<file path="src/curl_magnitude_3d_volume_defines.svh">
// ---------------------------------------------------------------------------
// curl magnitude assertion macros
// shared concurrent checks for the vorticity block, clocked on clk, off in reset
// ---------------------------------------------------------------------------
`ifndef CURL_MAGNITUDE_3D_VOLUME_DEFINES_SVH
`define CURL_MAGNITUDE_3D_VOLUME_DEFINES_SVH

// same-cycle implication
`define CMV_ASSERT_IMP(label, ante, cons) \
  label: assert property (@(posedge clk) disable iff (!rst_n) (ante) |-> (cons)) \
    else $error("curl magnitude check failed");

// next-cycle implication
`define CMV_ASSERT_NXT(label, ante, cons) \
  label: assert property (@(posedge clk) disable iff (!rst_n) (ante) |=> (cons)) \
    else $error("curl magnitude check failed");

`endif

</file>
<file path="src/cmv_pkg.sv">
// ---------------------------------------------------------------------------
// cmv package
// widths, register codes and the job and geometry types of the curl block
// ---------------------------------------------------------------------------
package cmv_pkg;

  localparam int SIZE_W      = 7;
  localparam int PLANE_W     = 14;
  localparam int COUNT_W     = 21;
  localparam int INDEX_W     = 18;
  localparam int MAG_W       = 19;
  localparam int RAD_W       = 38;
  localparam int FIELD_W     = 16;
  localparam int QUEUE_DEPTH = 4;
  localparam int CNT_W       = 5;

  localparam logic [1:0] REG_SIZE_SLOW = 2'd0;
  localparam logic [1:0] REG_SIZE_MID  = 2'd1;
  localparam logic [1:0] REG_SIZE_FAST = 2'd2;

  // strides the back end needs for neighbour addresses
  typedef struct packed {
    logic [PLANE_W-1:0] plane;
    logic [SIZE_W-1:0]  size_fast;
  } geom_t;

  // one voxel to evaluate; bit 0 slow axis, bit 1 mid, bit 2 fast
  typedef struct packed {
    logic [2:0]         at_first;
    logic [2:0]         at_last;
    logic [INDEX_W-1:0] voxel_index;
    logic               last_voxel;
  } job_t;

endpackage

</file>
<file path="src/cmv_queue.sv">
// ---------------------------------------------------------------------------
// cmv job queue
// short register fifo between the front end and the back end
// ---------------------------------------------------------------------------
module cmv_queue import cmv_pkg::*; #(
  parameter int W = 8
) (
  input  logic         clk,
  input  logic         rst_n,
  input  logic         push,
  input  logic [W-1:0] din,
  output logic         full,
  input  logic         pop,
  output logic [W-1:0] dout,
  output logic         empty
);

  localparam int PW = $clog2(QUEUE_DEPTH);

  logic [W-1:0]  mem_r [QUEUE_DEPTH];
  logic [PW-1:0] wp_r, rp_r;
  logic [PW:0]   cnt_r;

  assign full  = (cnt_r == (PW+1)'(QUEUE_DEPTH));
  assign empty = (cnt_r == '0);
  assign dout  = mem_r[rp_r];

  always_ff @(posedge clk) begin
    if (push) begin
      mem_r[wp_r] <= din;
    end
  end

  always_ff @(posedge clk) begin
    if (!rst_n) begin
      wp_r  <= '0;
      rp_r  <= '0;
      cnt_r <= '0;
    end else begin
      if (push) wp_r <= wp_r + 1'b1;
      if (pop)  rp_r <= rp_r + 1'b1;
      cnt_r <= cnt_r + (PW+1)'(push) - (PW+1)'(pop);
    end
  end

endmodule

</file>
<file path="config.mk">
export PLATFORM = sky130hd
export DESIGN_NAME = cmv_queue
export DESIGN_NICKNAME = d
export VERILOG_FILES = /design/src/curl_magnitude_3d_volume_defines.svh /design/src/cmv_pkg.sv /design/src/cmv_queue.sv
export SDC_FILE = /design/constraint.sdc
export NUM_CORES = 1
export LEC_CHECK = 0
export ABC_AREA = 1
export BUFFER_PORTS_ARGS = -buffer_cell sky130_fd_sc_hd__buf_2
export CAP_MARGIN = 20
export CORE_ASPECT_RATIO = 0.8
export CORE_MARGIN = 2
export CORE_UTILIZATION = 55
export CTS_CLUSTER_SIZE = 28
export DETAILED_ROUTE_END_ITERATION = 6
export PLACE_DENSITY = 0.75
export SLEW_MARGIN = 20
export SYNTH_ARGS = -nofsm -noshare
export SYNTH_HDL_FRONTEND = slang
export SYNTH_SLANG_ARGS = --single-unit
</file>
<file path="constraint.sdc">
create_clock -name clk -period 1.8 [get_ports clk]
set_input_delay 0.09 -clock clk [delete_from_list [all_inputs] [get_ports clk]]
set_output_delay 0.09 -clock clk [all_outputs]
set_load 0.01 [all_outputs]
</file>
==> Flow_metrics.wiki <==
{| class="wikitable"
! Metric !! Value
|-
| Result of the run || completed
|-
| RSZ-0062 raised after global routing || false
|-
| Cell depth of the worst hold path || 1
|-
| Minimum clock period || 1.573 ns
|-
| Most frequent cell after synthesis || edfxtp_1
|-
| Adder and majority gate portion of the synthesized area || 0.05547
|-
| Via-per-instance ratio || 4.977
|-
| Area growth from synthesis to layout || 11.46%
|-
| Fraction of power consumed by sequential logic || 0.571
|-
| Share of the synthesized area in compound gates (AO/OA/AOI/OAI) || 0.1131
|-
| DIE WIDTH || 66.42 um
|-
| Worst rel slew slack || 0.5869
|-
| Top area cells in the synthesized netlist || edfxtp_1 56%, dfxtp_1 11%, inv_1 6.8%, nand2_1 5.7%, ha_1 4.4%
|-
| Count of buffers from port buffering || 21
|-
| Sum of negative setup slack || 0 ns
|-
| Clock network latency to the later pin of the worst-skew pair || 0.29 ns
|-
| Mux share of post-synthesis cell area || 0
|-
| Clock-pin slew of the registers on the worst-case setup and hold paths || 0.08 ns
|-
| Number of placed instances, taps included || 205
|-
| Max Cap Viol || 0
|-
| Vias in the first global route || 942
|-
| GRT Util Overall || 0.1641
|-
| Final non-filler cell total || 213
|-
| Startpoint Class || register
|-
| Resized Gates After CTS || 0
|-
| Yosys cell types || 16
|-
| Number of buffers inserted during clock tree synthesis || 5
|-
| Number of inserted filler cells in the final layout || 241
|-
| Fmax || 0.6359 GHz
|-
| Post-detailed-routing wire length || 2.637 mm
|-
| Antenna violations before repair || 0
|-
| Register bit total from synthesis || 41
|-
| GRT Residual Overflow || 0
|-
| Post-Route Hold Slack || 0.01001 ns
|-
| Static leakage power || 0.8266 nW
|-
| Yosys warnings || 0
|-
| Total power || 1.947 mW
|-
| Post-synthesis instance total || 148
|-
| Cell taking the most area after synthesis || edfxtp_1
|-
| Routed wire per std cell || 12.38 um
|-
| Max Clock Skew || 0.001917 ns
|-
| Final Wtd Congestion || 0.6997
|-
| Util after Layout || 0.6284
|-
| Max clock buf depth || 2
|-
| H-tree depth || 2
|-
| Hold buffers post-CTS || 0
|-
| Core Region || 3040 um^2
|-
| Number of core rows || 18
|-
| Average instance area after synthesis || 11.58 um^2
|-
| Most used DFF post-synth || edfxtp_1
|-
| CP Data Required Time || 1.99 ns
|-
| # clock sinks || 41
|-
| # IOs || 22
|-
| Number of failing setup endpoints in the final timing report || 0
|-
| Via count || 1,060
|-
| Total net switching power || 0.5001 mW
|-
| Comb power frac || 0.133
|-
| Top fanout value on the critical path || 3
|-
| First-pass GRT wire length || 4.050 mm
|-
| Diode insertion count for antenna repair || 0
|-
| Yosys top cell area share || 0.5606
|-
| Largest family of logic cells by synthesized area || compound AO/OA/AOI/OAI gates
|-
| Hold violation count in the final report || 0
|-
| Endpoint class of the critical path || register
|-
| Xor/xnor share of the synthesized area || 0
|-
| R2r worst-path depth || 7
|-
| Number of nets with antenna violations after routing || 0
|-
| Initial drt markers || 56
|-
| Count of final max-slew check failures || 0
|-
| Clk network pwr share || 0.296
|-
| Effective utilization at floorplan || 0.5638
|-
| HPWL after DPL || 1.785 mm
|-
| Net switching fraction of the power || 0.2568
|-
| Post-synthesis simple-gate area fraction || 0.06715
|-
| Seq/Total Area, Yosys || 0.6657
|-
| Chip Height || 53.94 um
|-
| Clk root buf || clkbuf_8
|-
| Post-detailed-route DRC marker count || 0
|-
| Detailed-router iteration count before antenna repair || 5
|-
| Critical path class || register to register
|-
| Classification of the worst-slack hold path || primary input to register
|-
| Cell area after synthesis || 1714 um^2
|-
| Slew of the pin with the lowest slew margin || 0.6188 ns
|-
| Number of enable flip-flop cells after synthesis || 32
|-
| CTS tree || built
|-
| Async SR Flop Fraction || 0
|-
| Total nets after synthesis || 167
|-
| Number of setup buffers added after CTS || 0
|-
| Nets@finish || 191
|-
| Largest net degree at the start of global routing || 33
|-
| Area of the die || 3582 um^2
|-
| Internal || 1.447 mW
|-
| CP arrival || 1.76 ns
|-
| Maximum vdd ir drop || 0.0006288 V
|-
| Top cells by count, synth || 32 x edfxtp_1, 31 x inv_1, 26 x nand2_1
|-
| Final period util || 0.8737
|-
| Share of cells above drive strength 1 || 0.1792
|-
| Power density relative to cell area || 1019 nW/um^2
|}
[routing by layer]
metal	global-route usage	vias to the layer above	wire length (um)	share of wire
li1	-	538	-	-
met1	0.1872	493	1121	0.43
met2	0.2850	22	1367	0.52
met3	0.04393	7	96	0.036
met4	0.09184	0	51	0.019
met5	0	-	0	0
[kinds of logic (layout without fill, tap and decap cells)]
family,count (synthesis),count (layout)
flops,41,41
simple gates,30,30
fa+ha+maj,7,7
compound gates,34,34
buf+inv,36,61
[worst paths after layout]
path	startpoint	to	slack [ns]
worst max register to register	cnt_r[0]	cnt_r[2]	0.23
worst max-delay path	cnt_r[0]	cnt_r[2]	0.23
worst min register to register	rp_r[1]	rp_r[1]	0.47
worst min-delay path	din[1]	mem_r[2][1]	0.01
[cell type report]
| cell class | instances | area, um^2 | area share |
|---|---|---|---|
| Multi-Input combinational cell | 71 | 404.1 | 0.2115 |
| Inverter | 31 | 116.4 | 0.06090 |
| Clock buffer | 5 | 68.82 | 0.03602 |
| Tap cell | 40 | 50.05 | 0.02620 |
| Timing Repair Buffer | 22 | 112.6 | 0.05894 |
| Clock inverter | 3 | 17.52 | 0.009168 |
| Sequential cell | 41 | 1141 | 0.5972 |
[flip-flops by register name (all words and copies together), names as in the netlist, named ones only]
register  count
mem_r        32
cnt_r         3
rp_r          2
wp_r          2
[stage by stage]
| stage | cell area, um^2 | setup WS, ns |
|---|---|---|
| after floorplan | 1714 | 0.3295 |
| after global placement | 1824 | 0.3146 |
| after detailed placement | 1824 | 0.2263 |
| after CTS | 1911 | 0.2166 |
| after global routing | 1911 | 0.1319 |
| final | 1911 | 0.2274 |
[power groups by stage]
stage	clock network [mW]	logic, mW	registers [mW]
global route	0.609	0.303	1.12
detailed placement	0	0.262	1.13
global placement	0	0.243	1.13
CTS	0.577	0.263	1.11
finish	0.577	0.258	1.11
floorplan	0	0.184	1.12
[cell usage in the layout (no fill, tap or decap)]
| master | instances |
|---|---|
| nor2_1 | 2 |
| clkinvlp_4 | 1 |
| edfxtp_1 | 32 |
| o21ai_1 | 2 |
| fa_1 | 1 |
| nand3_1 | 1 |
| clkinv_2 | 2 |
| nor3_1 | 1 |
| ha_1 | 6 |
| dfxtp_1 | 9 |
| a21oi_2 | 1 |
| a21oi_1 | 13 |
| buf_4 | 1 |
| o211ai_1 | 8 |
| clkbuf_8 | 5 |
| nand2_1 | 26 |
| inv_1 | 31 |
| o21ai_0 | 10 |
| buf_2 | 21 |
[critical path, stage by stage (launching register included)]
cell,delay (ns)
dfxtp_1,0.36
inv_1,0.05
ha_1,0.28
inv_1,0.04
ha_1,0.18
fa_1,0.38
a21oi_1,0.13
nor2_1,0.05
(Power assumes the default switching activity.)
